`config.mk`:
```
export PLATFORM = sky130hd
export DESIGN_NAME = winding_turn_counter_controller_top_flat
export DESIGN_NICKNAME = d
export VERILOG_FILES = /design/src/design/wtc_pkg.sv /design/src/design/wtc_if.sv /design/src/design/wtc_filter.sv /design/src/design/wtc_core.sv /design/src/design/winding_turn_counter_controller_top.sv /design/src/flat_wrapper.sv
export SDC_FILE = /design/constraint.sdc
export NUM_CORES = 1
export LEC_CHECK = 0
export ABC_AREA = 1
export BUFFER_PORTS_ARGS = -buffer_cell sky130_fd_sc_hd__buf_2
export CORE_MARGIN = 2
export CORE_UTILIZATION = 61
export CTS_CLUSTER_SIZE = 40
export DETAILED_ROUTE_END_ITERATION = 7
export GPL_ROUTABILITY_DRIVEN = 1
export HOLD_SLACK_MARGIN = 0.03
export PLACE_DENSITY = 0.85
export SETUP_SLACK_MARGIN = 0.3
export SLEW_MARGIN = 20
export SYNTH_ARGS = -nofsm -noshare
export SYNTH_HDL_FRONTEND = slang
export SYNTH_SLANG_ARGS = --single-unit
```
`constraint.sdc`:
```
create_clock -name clk -period 4.97 [get_ports clk]
set_clock_uncertainty 0.05 [all_clocks]
set_input_delay 0.2485 -clock clk [delete_from_list [all_inputs] [get_ports clk]]
set_output_delay 0.2485 -clock clk [all_outputs]
set_load 0.01 [all_outputs]
```
`src/design/wtc_pkg.sv`:
```
// shared types and constants for the winding turn counter controller
package wtc_pkg;

  localparam int unsigned CNT_W = 16;
  localparam int unsigned CFG_IDX_W = 2;

  localparam logic ACT_TICK = 1'b0;
  localparam logic ACT_CMD  = 1'b1;

  typedef enum logic [CFG_IDX_W-1:0] {
    CFG_TURNS_PER_LINE = 2'd0,
    CFG_LINES_PER_ROLL = 2'd1,
    CFG_RESTART_DELAY  = 2'd2,
    CFG_COUNT_ON_FALL  = 2'd3
  } cfg_idx_t;

  typedef enum logic {
    PH_COUNT = 1'b0,
    PH_WAIT  = 1'b1
  } phase_t;

  // filter status after this tick's update, before any external clear
  typedef struct packed {
    logic level;
    logic rise;
    logic fall;
  } filt_stat_t;

  typedef struct packed {
    logic             run_out;
    logic             cut_out;
    logic [CNT_W-1:0] turns_out;
    logic [CNT_W-1:0] lines_out;
    logic [CNT_W-1:0] rolls_out;
    logic             extra_turn_out;
  } result_t;

endpackage

```
`src/design/wtc_if.sv`:
```
// valid/ready channel interfaces for tick items and result items
interface wtc_in_if;
  logic valid;
  logic ready;
  logic action;
  logic count_pin;
  logic reset_pin;
  logic plus_one_pin;

  modport source (output valid, action, count_pin, reset_pin, plus_one_pin, input ready);
  modport sink   (input valid, action, count_pin, reset_pin, plus_one_pin, output ready);
endinterface

interface wtc_out_if;
  logic        valid;
  logic        ready;
  logic        run_out;
  logic        cut_out;
  logic [15:0] turns_out;
  logic [15:0] lines_out;
  logic [15:0] rolls_out;
  logic        extra_turn_out;

  modport source (output valid, run_out, cut_out, turns_out, lines_out, rolls_out,
                  extra_turn_out, input ready);
  modport sink   (input valid, run_out, cut_out, turns_out, lines_out, rolls_out,
                  extra_turn_out, output ready);
endinterface

```
`src/design/wtc_filter.sv`:
```
// up/down integrating pin filter with hysteresis
module wtc_filter
  import wtc_pkg::*;
#(
  parameter int unsigned ON_LEVEL  = 20,
  parameter int unsigned OFF_LEVEL = 10
) (
  input  logic       clk,
  input  logic       rst,
  input  logic       step,
  input  logic       pin,
  input  logic       clear,
  output filt_stat_t stat
);

  localparam int unsigned W = $clog2(ON_LEVEL + 1);
  localparam logic [W-1:0] ON_V  = W'(ON_LEVEL);
  localparam logic [W-1:0] OFF_V = W'(OFF_LEVEL);

  logic [W-1:0] integ;
  logic [W-1:0] integ_next;
  logic         level;
  logic         hit_on;
  logic         hit_off;

  always_comb begin
    integ_next = integ;
    hit_on     = 1'b0;
    hit_off    = 1'b0;
    if (pin) begin
      if (integ < ON_V) begin
        integ_next = integ + 1'b1;
        hit_on     = (integ_next == ON_V);
      end
    end else if (integ != '0) begin
      integ_next = integ - 1'b1;
      hit_off    = (integ_next == OFF_V);
    end
  end

  always_comb begin
    stat.rise  = hit_on && !level;
    stat.fall  = hit_off && level;
    stat.level = hit_on ? 1'b1 : (hit_off ? 1'b0 : level);
  end

  always_ff @(posedge clk) begin
    if (rst) begin
      integ <= '0;
      level <= 1'b0;
    end else if (step) begin
      integ <= integ_next;
      level <= stat.level && !clear;
    end
  end

endmodule

```
`src/design/wtc_core.sv`:
```
// line/roll sequencing, turn counting, restart delay and configuration registers
module wtc_core
  import wtc_pkg::*;
(
  input  logic                 clk,
  input  logic                 rst,
  input  logic                 step,
  input  logic                 action,
  input  logic                 plus_one,
  input  filt_stat_t           cnt_stat,
  input  filt_stat_t           rst_stat,
  input  logic                 cfg_we,
  input  logic [CFG_IDX_W-1:0] cfg_index,
  input  logic [CNT_W-1:0]     cfg_data,
  output logic                 reset_clear,
  output result_t              res
);

  logic [CNT_W-1:0] turns_per_line;
  logic [CNT_W-1:0] lines_per_roll;
  logic [CNT_W-1:0] restart_delay;
  logic             count_on_fall;

  phase_t           phase, phase_next;
  logic             cut_flag, cut_flag_next;
  logic             run_flag, run_flag_next;
  logic             restart_pending, restart_pending_next;
  logic             delay_running, delay_running_next;
  logic [CNT_W-1:0] turn_count, turn_count_next;
  logic [CNT_W-1:0] line_count, line_count_next;
  logic [CNT_W-1:0] roll_count, roll_count_next;
  logic [CNT_W-1:0] delay_left, delay_left_next;

  logic             pulse;
  logic             expired;
  logic             rlevel;
  logic [CNT_W-1:0] turn_inc;
  logic [CNT_W-1:0] line_inc;
  logic [CNT_W:0]   cut_target;

  always_ff @(posedge clk) begin
    if (rst) begin
      turns_per_line <= '0;
      lines_per_roll <= '0;
      restart_delay  <= '0;
      count_on_fall  <= 1'b1;
    end else if (cfg_we) begin
      unique case (cfg_idx_t'(cfg_index))
        CFG_TURNS_PER_LINE: turns_per_line <= cfg_data;
        CFG_LINES_PER_ROLL: lines_per_roll <= cfg_data;
        CFG_RESTART_DELAY:  restart_delay  <= cfg_data;
        CFG_COUNT_ON_FALL:  count_on_fall  <= cfg_data[0];
        default:            ;
      endcase
    end
  end

  assign pulse      = count_on_fall ? cnt_stat.fall : cnt_stat.rise;
  assign expired    = delay_running && (delay_left == '0);
  // expiry drops the filtered reset level unless a count pulse wins
  assign reset_clear = expired && !pulse;
  assign rlevel     = rst_stat.level && !reset_clear;
  assign cut_target = {1'b0, turns_per_line} + (CNT_W+1)'(plus_one);
  assign line_inc   = line_count + 1'b1;

  always_comb begin
    phase_next           = phase;
    cut_flag_next        = cut_flag;
    run_flag_next        = run_flag;
    restart_pending_next = restart_pending;
    delay_running_next   = delay_running;
    turn_count_next      = turn_count;
    line_count_next      = line_count;
    roll_count_next      = roll_count;
    delay_left_next      = delay_left;
    turn_inc             = turn_count;

    if (action == ACT_CMD) begin
      if (line_count >= lines_per_roll) restart_pending_next = 1'b1;
      line_count_next = '0;
      turn_count_next = '0;
    end else begin
      if (rst_stat.level) begin
        turn_count_next = '0;
        cut_flag_next   = 1'b0;
      end
      if (delay_running && delay_left != '0) delay_left_next = delay_left - 1'b1;

      if (pulse) begin
        run_flag_next = 1'b0;
      end else if (expired) begin
        delay_running_next = 1'b0;
        run_flag_next      = 1'b1;
      end

      turn_inc = (turn_count_next == '1) ? turn_count_next : turn_count_next + 1'b1;

      if (phase == PH_COUNT) begin
        if (turns_per_line != '0) begin
          if (restart_pending) begin
            run_flag_next = 1'b1;
          end else if (pulse) begin
            turn_count_next = turn_inc;
            if ({1'b0, turn_inc} >= cut_target) begin
              cut_flag_next = 1'b1;
              phase_next    = PH_WAIT;
            end
          end
        end
      end else if (rlevel) begin
        line_count_next = line_inc;
        if (line_inc == lines_per_roll) roll_count_next = roll_count + 1'b1;
        if (line_inc < lines_per_roll) begin
          delay_left_next    = restart_delay;
          delay_running_next = 1'b1;
        end
        phase_next = PH_COUNT;
      end

      restart_pending_next = 1'b0;
    end
  end

  always_comb begin
    res.run_out        = run_flag_next;
    res.cut_out        = cut_flag_next;
    res.turns_out      = turn_count_next;
    res.lines_out      = line_count_next;
    res.rolls_out      = roll_count_next;
    res.extra_turn_out = (action == ACT_TICK) && plus_one;
  end

  always_ff @(posedge clk) begin
    if (rst) begin
      phase           <= PH_COUNT;
      cut_flag        <= 1'b0;
      run_flag        <= 1'b0;
      restart_pending <= 1'b0;
      delay_running   <= 1'b0;
      turn_count      <= '0;
      line_count      <= '0;
      roll_count      <= '0;
      delay_left      <= '0;
    end else if (step) begin
      phase           <= phase_next;
      cut_flag        <= cut_flag_next;
      run_flag        <= run_flag_next;
      restart_pending <= restart_pending_next;
      delay_running   <= delay_running_next;
      turn_count      <= turn_count_next;
      line_count      <= line_count_next;
      roll_count      <= roll_count_next;
      delay_left      <= delay_left_next;
    end
  end

  // cut only comes up together with the move to the wait phase
  a_cut_in_wait: assert property (@(posedge clk) disable iff (rst)
    cut_flag |-> (phase == PH_WAIT))
    else $error("cut asserted outside wait phase");

  a_delay_armed: assert property (@(posedge clk) disable iff (rst)
    (delay_left != '0) |-> delay_running)
    else $error("delay count left without a running delay");

  a_restart_once: assert property (@(posedge clk) disable iff (rst)
    (step && action == ACT_TICK) |=> !restart_pending)
    else $error("restart request survived a tick");

endmodule

```
`src/design/winding_turn_counter_controller_top.sv`:
```
// top level of the winding turn counter controller
//
//   channel   dir  handshake        payload
//   in_ch     in   valid/ready      action, count_pin, reset_pin, plus_one_pin
//   out_ch    out  valid/ready      run_out, cut_out, turns_out, lines_out,
//                                   rolls_out, extra_turn_out
//   cfg       in   cfg_we           cfg_index, cfg_data
//
// one item per cycle while out_ch is not stalled: state and filters update at the input
// transfer, and the result is registered in the output register at that transfer
// the result passes through the single output register
// in_ch.ready stays high while the output register is empty or being drained
// a stall on out_ch holds the result and blocks new input only while it lasts
// synchronous reset clears all state but the output data register; configuration returns to its reset values
module winding_turn_counter_controller_top
  import wtc_pkg::*;
#(
  parameter int unsigned COUNT_ON_LEVEL  = 20,
  parameter int unsigned COUNT_OFF_LEVEL = 10,
  parameter int unsigned RESET_ON_LEVEL  = 200,
  parameter int unsigned RESET_OFF_LEVEL = 100
) (
  input  logic                 clk,
  input  logic                 rst,
  wtc_in_if.sink               in_ch,
  wtc_out_if.source            out_ch,
  input  logic                 cfg_we,
  input  logic [CFG_IDX_W-1:0] cfg_index,
  input  logic [CNT_W-1:0]     cfg_data
);

  logic       in_xfer;
  logic       tick;
  logic       reset_clear;
  filt_stat_t cnt_stat;
  filt_stat_t rst_stat;
  result_t    res_next;
  result_t    res;
  logic       out_valid;

  assign in_ch.ready = !out_valid || out_ch.ready;
  assign in_xfer     = in_ch.valid && in_ch.ready;
  assign tick        = in_xfer && (in_ch.action == ACT_TICK);

  wtc_filter #(
    .ON_LEVEL  (COUNT_ON_LEVEL),
    .OFF_LEVEL (COUNT_OFF_LEVEL)
  ) u_count_filter (
    .clk   (clk),
    .rst   (rst),
    .step  (tick),
    .pin   (in_ch.count_pin),
    .clear (1'b0),
    .stat  (cnt_stat)
  );

  wtc_filter #(
    .ON_LEVEL  (RESET_ON_LEVEL),
    .OFF_LEVEL (RESET_OFF_LEVEL)
  ) u_reset_filter (
    .clk   (clk),
    .rst   (rst),
    .step  (tick),
    .pin   (in_ch.reset_pin),
    .clear (reset_clear),
    .stat  (rst_stat)
  );

  wtc_core u_core (
    .clk         (clk),
    .rst         (rst),
    .step        (in_xfer),
    .action      (in_ch.action),
    .plus_one    (in_ch.plus_one_pin),
    .cnt_stat    (cnt_stat),
    .rst_stat    (rst_stat),
    .cfg_we      (cfg_we),
    .cfg_index   (cfg_index),
    .cfg_data    (cfg_data),
    .reset_clear (reset_clear),
    .res         (res_next)
  );

  always_ff @(posedge clk) begin
    if (rst) begin
      out_valid <= 1'b0;
    end else if (in_ch.ready) begin
      out_valid <= in_ch.valid;
    end
  end

  always_ff @(posedge clk) begin
    if (in_xfer) begin
      res <= res_next;
    end
  end

  assign out_ch.valid          = out_valid;
  assign out_ch.run_out        = res.run_out;
  assign out_ch.cut_out        = res.cut_out;
  assign out_ch.turns_out      = res.turns_out;
  assign out_ch.lines_out      = res.lines_out;
  assign out_ch.rolls_out      = res.rolls_out;
  assign out_ch.extra_turn_out = res.extra_turn_out;

  a_accept_gives_result: assert property (@(posedge clk) disable iff (rst)
    in_xfer |=> out_valid)
    else $error("input transfer produced no result");

  a_ready_when_empty: assert property (@(posedge clk) disable iff (rst)
    !out_valid |-> in_ch.ready)
    else $error("input blocked with empty output register");

  a_reset_empties: assert property (@(posedge clk)
    rst |=> !out_valid)
    else $error("result pending right after reset");

endmodule
```
`src/flat_wrapper.sv`:
```
// flat-port wrapper written by rule: the top's interface ports become plain ports
module winding_turn_counter_controller_top_flat import wtc_pkg::*;
#(
  parameter int unsigned COUNT_ON_LEVEL  = 20,
  parameter int unsigned COUNT_OFF_LEVEL = 10,
  parameter int unsigned RESET_ON_LEVEL  = 200,
  parameter int unsigned RESET_OFF_LEVEL = 100
)
  (clk, rst, cfg_we, cfg_index, cfg_data, in_ch_valid, in_ch_action, in_ch_count_pin, in_ch_reset_pin, in_ch_plus_one_pin, in_ch_ready, out_ch_valid, out_ch_run_out, out_ch_cut_out, out_ch_turns_out, out_ch_lines_out, out_ch_rolls_out, out_ch_extra_turn_out, out_ch_ready);
  wtc_in_if in_ch_i ();
  wtc_out_if out_ch_i ();
  input  logic clk;
  input  logic rst;
  input  logic cfg_we;
  input  logic [CFG_IDX_W-1:0] cfg_index;
  input  logic [CNT_W-1:0] cfg_data;
  input wire logic [$bits(in_ch_i.valid)-1:0] in_ch_valid;
  input wire logic [$bits(in_ch_i.action)-1:0] in_ch_action;
  input wire logic [$bits(in_ch_i.count_pin)-1:0] in_ch_count_pin;
  input wire logic [$bits(in_ch_i.reset_pin)-1:0] in_ch_reset_pin;
  input wire logic [$bits(in_ch_i.plus_one_pin)-1:0] in_ch_plus_one_pin;
  output wire logic [$bits(in_ch_i.ready)-1:0] in_ch_ready;
  output wire logic [$bits(out_ch_i.valid)-1:0] out_ch_valid;
  output wire logic [$bits(out_ch_i.run_out)-1:0] out_ch_run_out;
  output wire logic [$bits(out_ch_i.cut_out)-1:0] out_ch_cut_out;
  output wire logic [$bits(out_ch_i.turns_out)-1:0] out_ch_turns_out;
  output wire logic [$bits(out_ch_i.lines_out)-1:0] out_ch_lines_out;
  output wire logic [$bits(out_ch_i.rolls_out)-1:0] out_ch_rolls_out;
  output wire logic [$bits(out_ch_i.extra_turn_out)-1:0] out_ch_extra_turn_out;
  input wire logic [$bits(out_ch_i.ready)-1:0] out_ch_ready;
  assign in_ch_i.valid = in_ch_valid;
  assign in_ch_i.action = in_ch_action;
  assign in_ch_i.count_pin = in_ch_count_pin;
  assign in_ch_i.reset_pin = in_ch_reset_pin;
  assign in_ch_i.plus_one_pin = in_ch_plus_one_pin;
  assign in_ch_ready = in_ch_i.ready;
  assign out_ch_valid = out_ch_i.valid;
  assign out_ch_run_out = out_ch_i.run_out;
  assign out_ch_cut_out = out_ch_i.cut_out;
  assign out_ch_turns_out = out_ch_i.turns_out;
  assign out_ch_lines_out = out_ch_i.lines_out;
  assign out_ch_rolls_out = out_ch_i.rolls_out;
  assign out_ch_extra_turn_out = out_ch_i.extra_turn_out;
  assign out_ch_i.ready = out_ch_ready;
  winding_turn_counter_controller_top #(.COUNT_ON_LEVEL(COUNT_ON_LEVEL), .COUNT_OFF_LEVEL(COUNT_OFF_LEVEL), .RESET_ON_LEVEL(RESET_ON_LEVEL), .RESET_OFF_LEVEL(RESET_OFF_LEVEL)) u_core (.clk(clk), .rst(rst), .in_ch(in_ch_i), .out_ch(out_ch_i), .cfg_we(cfg_we), .cfg_index(cfg_index), .cfg_data(cfg_data));
endmodule
```
* Word level (Yosys, flattened, before mapping)
Cells that the tools add are included.
Widths: inputs -> output; s select.
** Operators by class
- Add/subtract/negate cells :: 9
- $lt $le $gt $ge :: 5
- Equality and inequality tests :: 12
- Muxes and demuxes :: 64
- Bitwise gates (word level) :: 1
- Reductions and logical operators :: 32
** Operators with widths (count)
- $mux 16 :: 19
- $add 16x1->16 const B :: 3
- $mux 1 :: 39
- $reduce_bool 16->1 :: 2
- $mux 8 :: 3
- $add 16x1->17 :: 1
- $ge 16x17->1 :: 1
- $eq 16x16->1 :: 1
- $eq 16x16->1 const B :: 1
- $ge 16x16->1 :: 1
- $logic_not 16->1 :: 1
- $lt 16x16->1 :: 1
- $sub 16x1->16 const B :: 1
- $mux 5 :: 3
- $reduce_and 2->1 :: 7
- $logic_and 1x1->1 :: 9
- $add 8x1->8 const B :: 1
- $eq 8x7->1 const B :: 1
- $eq 8x8->1 const B :: 1
- $lt 8x8->1 const B :: 1
- $reduce_bool 8->1 :: 1
- $sub 8x1->8 const B :: 1
- $ne 2x1->1 const B :: 3
- $reduce_and 3->1 :: 2
- 13 further kinds :: 19
** Word-level totals
- Flip-flop bits (word level) :: 185
- Output and inout port bits :: 53

* Depth between registers and ports, before layout
- Depth after elaboration :: 17
- Gate-level depth with buffers :: 37

* Hierarchy
A second synthesis with hierarchy kept.
** Second synthesis, totals
- Cells, all modules :: 1563
- Area, all modules :: 11333.4 um^2
** Modules (own cells, without submodules)
- wtc_core :: instances 1, cells an instance 1287, area each 8380.5 um^2
- winding_turn_counter_controller_top :: instances 1, cells an instance 60, area each 1590.3 um^2
- wtc_filter (u_core.u_reset_filter) :: instances 1, cells an instance 139, area each 849.6 um^2
- wtc_filter (u_core.u_count_filter) :: instances 1, cells an instance 77, area each 513.0 um^2

* Worst setup path after synthesis
No wires, ideal clock.
- Path type :: register to register
- From :: register u_core.u_reset_filter.integ[0]
- To :: register u_core.res (netlist bit u_core.out_ch.cut_out) (data pin)
- Library setup time :: 0.259 ns
- Arrival :: 3.676 ns
- Data required time :: 4.661 ns
- Slack :: 0.985 ns
- Stages on the path, launching flop included :: 33
- Cell sequence :: dfxtp_1 inv_1 ha_1 nand2_1 nand3_1 nor2_1 nand2_1 nor2_1 nand2_1 nand2_4 nand2_4 buf_6 nor2_1 ha_1 nand2_1 nor2_4 nand4_4 nand2_1 nor2_1 xor2_1 inv_1 ha_1 a21oi_1 o21a_1 o31ai_1 nand2_1 nand3_1 nand3_1 nand2_1 nand2_1 nand2_1 nand3_1 nand2_1
** RTL lines
- start, declared :: line wtc_filter.sv:20 : logic [W-1:0] integ;
- start signal, assigned :: line wtc_filter.sv:52 : integ <= integ_next;
- end signal, assigned :: line winding_turn_counter_controller_top.sv:94 : res <= res_next;
- end, declared :: line winding_turn_counter_controller_top.sv:38 : result_t res;

==> out/results.tsv <==
stage	metric	value	unit
status	status	complete, no violations	
clock_network	cts_htree_levels	4	
sta	final_max_slew_viol_count	0	
worst_setup_path	cp-startpoint	u_core.u_reset_filter.integ[1]	
pwr	irDropWorstVdd	0.0002715	V
synthesis	synth_fa_ha_area_share	7.286	%
die	core_region_area	0.01718	mm²
worst_setup_path	cp.required	5100	ps
worst_setup_path	end_kind	flip-flop	
synthesis	syn_inst	1395	
global_route	grt_usage	28.28	%
synthesis	synth.top_cell.area_share	25.19	%
die	die_w	136.1	µm
synthesis	synth_compound_area_share	17.19	%
clock_network	root_buffer	clkbuf_16	
pwr	powerDensity	306.5	mW/mm²
sta	min_period	4280	ps
drt	firstDrtPassIters	6	
cells_and_area	fin_nets	1538	
clock_network	clkSinkCount	185	
run	drv_cap	0	
synthesis	yosysMostFrequentCell	inv_1	
pwr	p_leak	0.005356	µW
sta	slew_headroom	38.12	%
global_route	antenna_found_initial	0	
pwr	p_total	3625	µW
worst_setup_path	path_common_cell	nand2_1	
synthesis	yosysUniqueCellTypes	53	
drt	vias_per_cell	5.666	
die	io_pins	80	
cells_and_area	diodes	0	
synthesis	yosys.area_share.simple	20.26	%
die	fp.dieH	136.1	µm
worst_setup_path	crit_path_end	u_core.out_ch.cut_out	
synthesis	synthMuxAreaShare	0.1058	%
worst_setup_path	timing.rr.end	u_core.out_ch.cut_out	
worst_setup_path	rrSetupSlack	690	ps
worst_setup_path	crit_arrival	4410	ps
clock_network	insertion_delay	440	ps
sta	grt_setup_unrepaired	yes	
drt	wl_per_cell	15.22	µm
sta	hold_viol_final	0	
global_route	grt_pass1_vias	8637	
clock_network	cts_tree	built	
worst_setup_path	max_stage_delay	400	ps
die	die-area	0.01853	mm²
sta	period_share	86.13	%
global_route	grt_max_degree	92	
clock_network	cts_made_buffers	17	
drt	drc	0	
synthesis	syn_nets	1484	
worst_setup_path	reg2reg_depth	28	
global_route	busiest_layer	met2	
sta	max_freq	233.6	MHz
synthesis	synth-xor-area-share	5.758	%
synthesis	synth_edf_count	51	
worst_setup_path	critPathMaxFanout	13	
placed_design	gp_congestion	0.9261	
synthesis	synth_warnings	0	
global_route	grt_pass1_wl	41880	µm
sta	finalSetupViolations	0	
drt	vias	9558	
die	fp-row-count	48	
worst_setup_path	r2r-start	u_core.u_reset_filter.integ[1]	
synthesis	syn_area	0.01065	mm²
worst_hold_path	hp-class	primary input to flip-flop	
drt	ant_nets	0	
synthesis	syn_avg_cell_area	7.633	µm²
worst_setup_path	critPathKind	flip-flop to flip-flop	
global_route	met2_usage	45.06	%
sta	finalSetupTns	0	ps
cells_and_area	n_fill_cell	1451	
sta	holdWs	61.05	ps
worst_setup_path	slowest_stage	dfxtp_1	
global_route	overflow	0	
die	start_util	61.99	%
synthesis	synthTopCellsByArea	dfxtp_1 25%, edfxtp_1 14%, inv_1 7.6%	
cells_and_area	area_growth	11.06	%
synthesis	synth_top_family_by_area	simple AND/OR/NAND/NOR gates	
placed_design	portBuffers	79	
synthesis	yosys_register_bits	185	
synthesis	yosys.area.top_type	dfxtp_1	
synthesis	synth_ff_type	dfxtp_1	
global_route	met3_usage	4.027	%
drt	drtIter0Drc	1050	
cells_and_area	drive_gt1_share	10.94	%
sta	worstMarginPinSlew	928.2	ps
synthesis	ys_seq_area_share	39.58	%
clock_network	clk_pin_slew	80	ps
drt	routed_wl	25680	µm
placed_design	dp_hpwl	18490	µm
synthesis	synth_common_cells	215 x inv_1, 172 x nand2_1, 136 x o21ai_0	
global_route	met1_usage	40.28	%
worst_setup_path	startpoint_type	flip-flop	
synthesis	async_flop_share	0	%
clock_network	clock_path_buffers	2	
## timing repair
| action | in CTS | in global routing |
|---|---|---|
| resized for setup | 0 | 16 |
| endpoints found under the hold margin | 0 | 0 |
| setup endpoints to repair | 0 | 12 |
| setup buffers | 0 | 1 |
| hold buffers | 0 | 0 |
## sequential cells by signal, indices dropped and copies added, names as in the netlist, 5 cells and up
register                      count
u_core.u_core.roll_count         16
u_core.out_ch.lines_out          16
u_core.u_count_filter.integ       5
u_core.u_core.delay_left         16
u_core.u_core.line_count         16
u_core.out_ch.turns_out          16
u_core.u_core.turns_per_line     16
u_core.u_core.restart_delay      16
u_core.u_reset_filter.integ       8
u_core.u_core.turn_count         16
u_core.u_core.lines_per_roll     16
u_core.out_ch.rolls_out          16
## worst min-delay path by stage
stage                                    startpoint  slack [ps]                              end  depth (start not counted)
finish                                 out_ch_ready          60              u_core.out_ch.valid                          4
global route                            cfg_data[6]          80   u_core.u_core.restart_delay[6]                          3
CTS                                    out_ch_ready          60              u_core.out_ch.valid                          4
detailed placement  u_core.u_core.restart_delay[12]         400  u_core.u_core.restart_delay[12]                          2
global placement    u_core.u_core.restart_delay[15]         400  u_core.u_core.restart_delay[15]                          2
floorplan                               cfg_data[0]         330  u_core.u_core.turns_per_line[0]                          2
## through the flow
step	util [%]	std cells	worst slack, ps	area (µm²)
after floorplan	-	1395	984.8	10650
after global placement	64.95	1654	568.4	11160
after detailed placement	64.95	1654	447.1	11160
after CTS	68.47	1686	428.3	11760
after global routing	68.84	1687	256.5	11830
final	68.84	1687	689.5	11830
## placed cells by master (no fill, tap or decap), types with 3 or more instances in the layout
| cell | n |
|---|---|
| clkbuf_16 | 19 |
| buf_4 | 6 |
| nand3_1 | 82 |
| nand2_1 | 172 |
| a31oi_1 | 5 |
| nand2_2 | 4 |
| nor2_2 | 9 |
| nor2_4 | 4 |
| o21ai_0 | 135 |
| xnor2_1 | 8 |
| or2_2 | 5 |
| o22ai_1 | 12 |
| inv_1 | 212 |
| inv_6 | 4 |
| nor2_1 | 129 |
| ha_1 | 61 |
| o211ai_1 | 26 |
| inv_2 | 4 |
| a211oi_1 | 5 |
| xor2_1 | 62 |
| edfxtp_1 | 51 |
| o21a_1 | 5 |
| clkinv_4 | 3 |
| dfxtp_1 | 132 |
| a21oi_1 | 123 |
| nor4_1 | 11 |
| buf_2 | 79 |
| inv_8 | 4 |
| o21ai_1 | 8 |
| nor3_1 | 21 |
| nand4_1 | 25 |
## report_power, final
part / internal (µW) / switching [µW] / total [µW]
registers: 1640 / 61.9 / 1700
clock network: 737 / 630 / 1370
logic: 197 / 359 / 556
total: 2570 / 1050 / 3620
## critical path: cells and delay by family (launching register included)
family                   cells  cell delay [ps]
AND/OR/NAND/NOR             19             1960
XOR/XNOR                     1              220
flip-flops                   1              400
buffers and inverters        1               70
AO/OA/AOI/OAI                4              510
adder cells (fa/ha/maj)      3              810
## metal layers
metal,up-vias,part of all wire [%]
met4,0,1.4
met1,4416,45
met3,28,7.5
li1,4769,-
met5,-,0
met2,345,46
## cell type report
type                       count  area, µm²  share of cell area (%)
clock inverter                12      113.9                  0.9629
multi-input combinational    941       5440                   46.01
tap                          225      281.5                   2.381
clock buffer                  20      489.2                   4.137
sequential                   185       4217                   35.66
inverter                     218      823.3                   6.962
timing repair buffer          86      460.4                   3.894
## cells by family after synthesis
family,after synthesis
simple gates,475
compound gates,333
flops,185
fa+ha+maj,62
mux,1
buf+inv,269
xor+xnor,70
No activity file was read; power rests on OpenSTA's default activity.
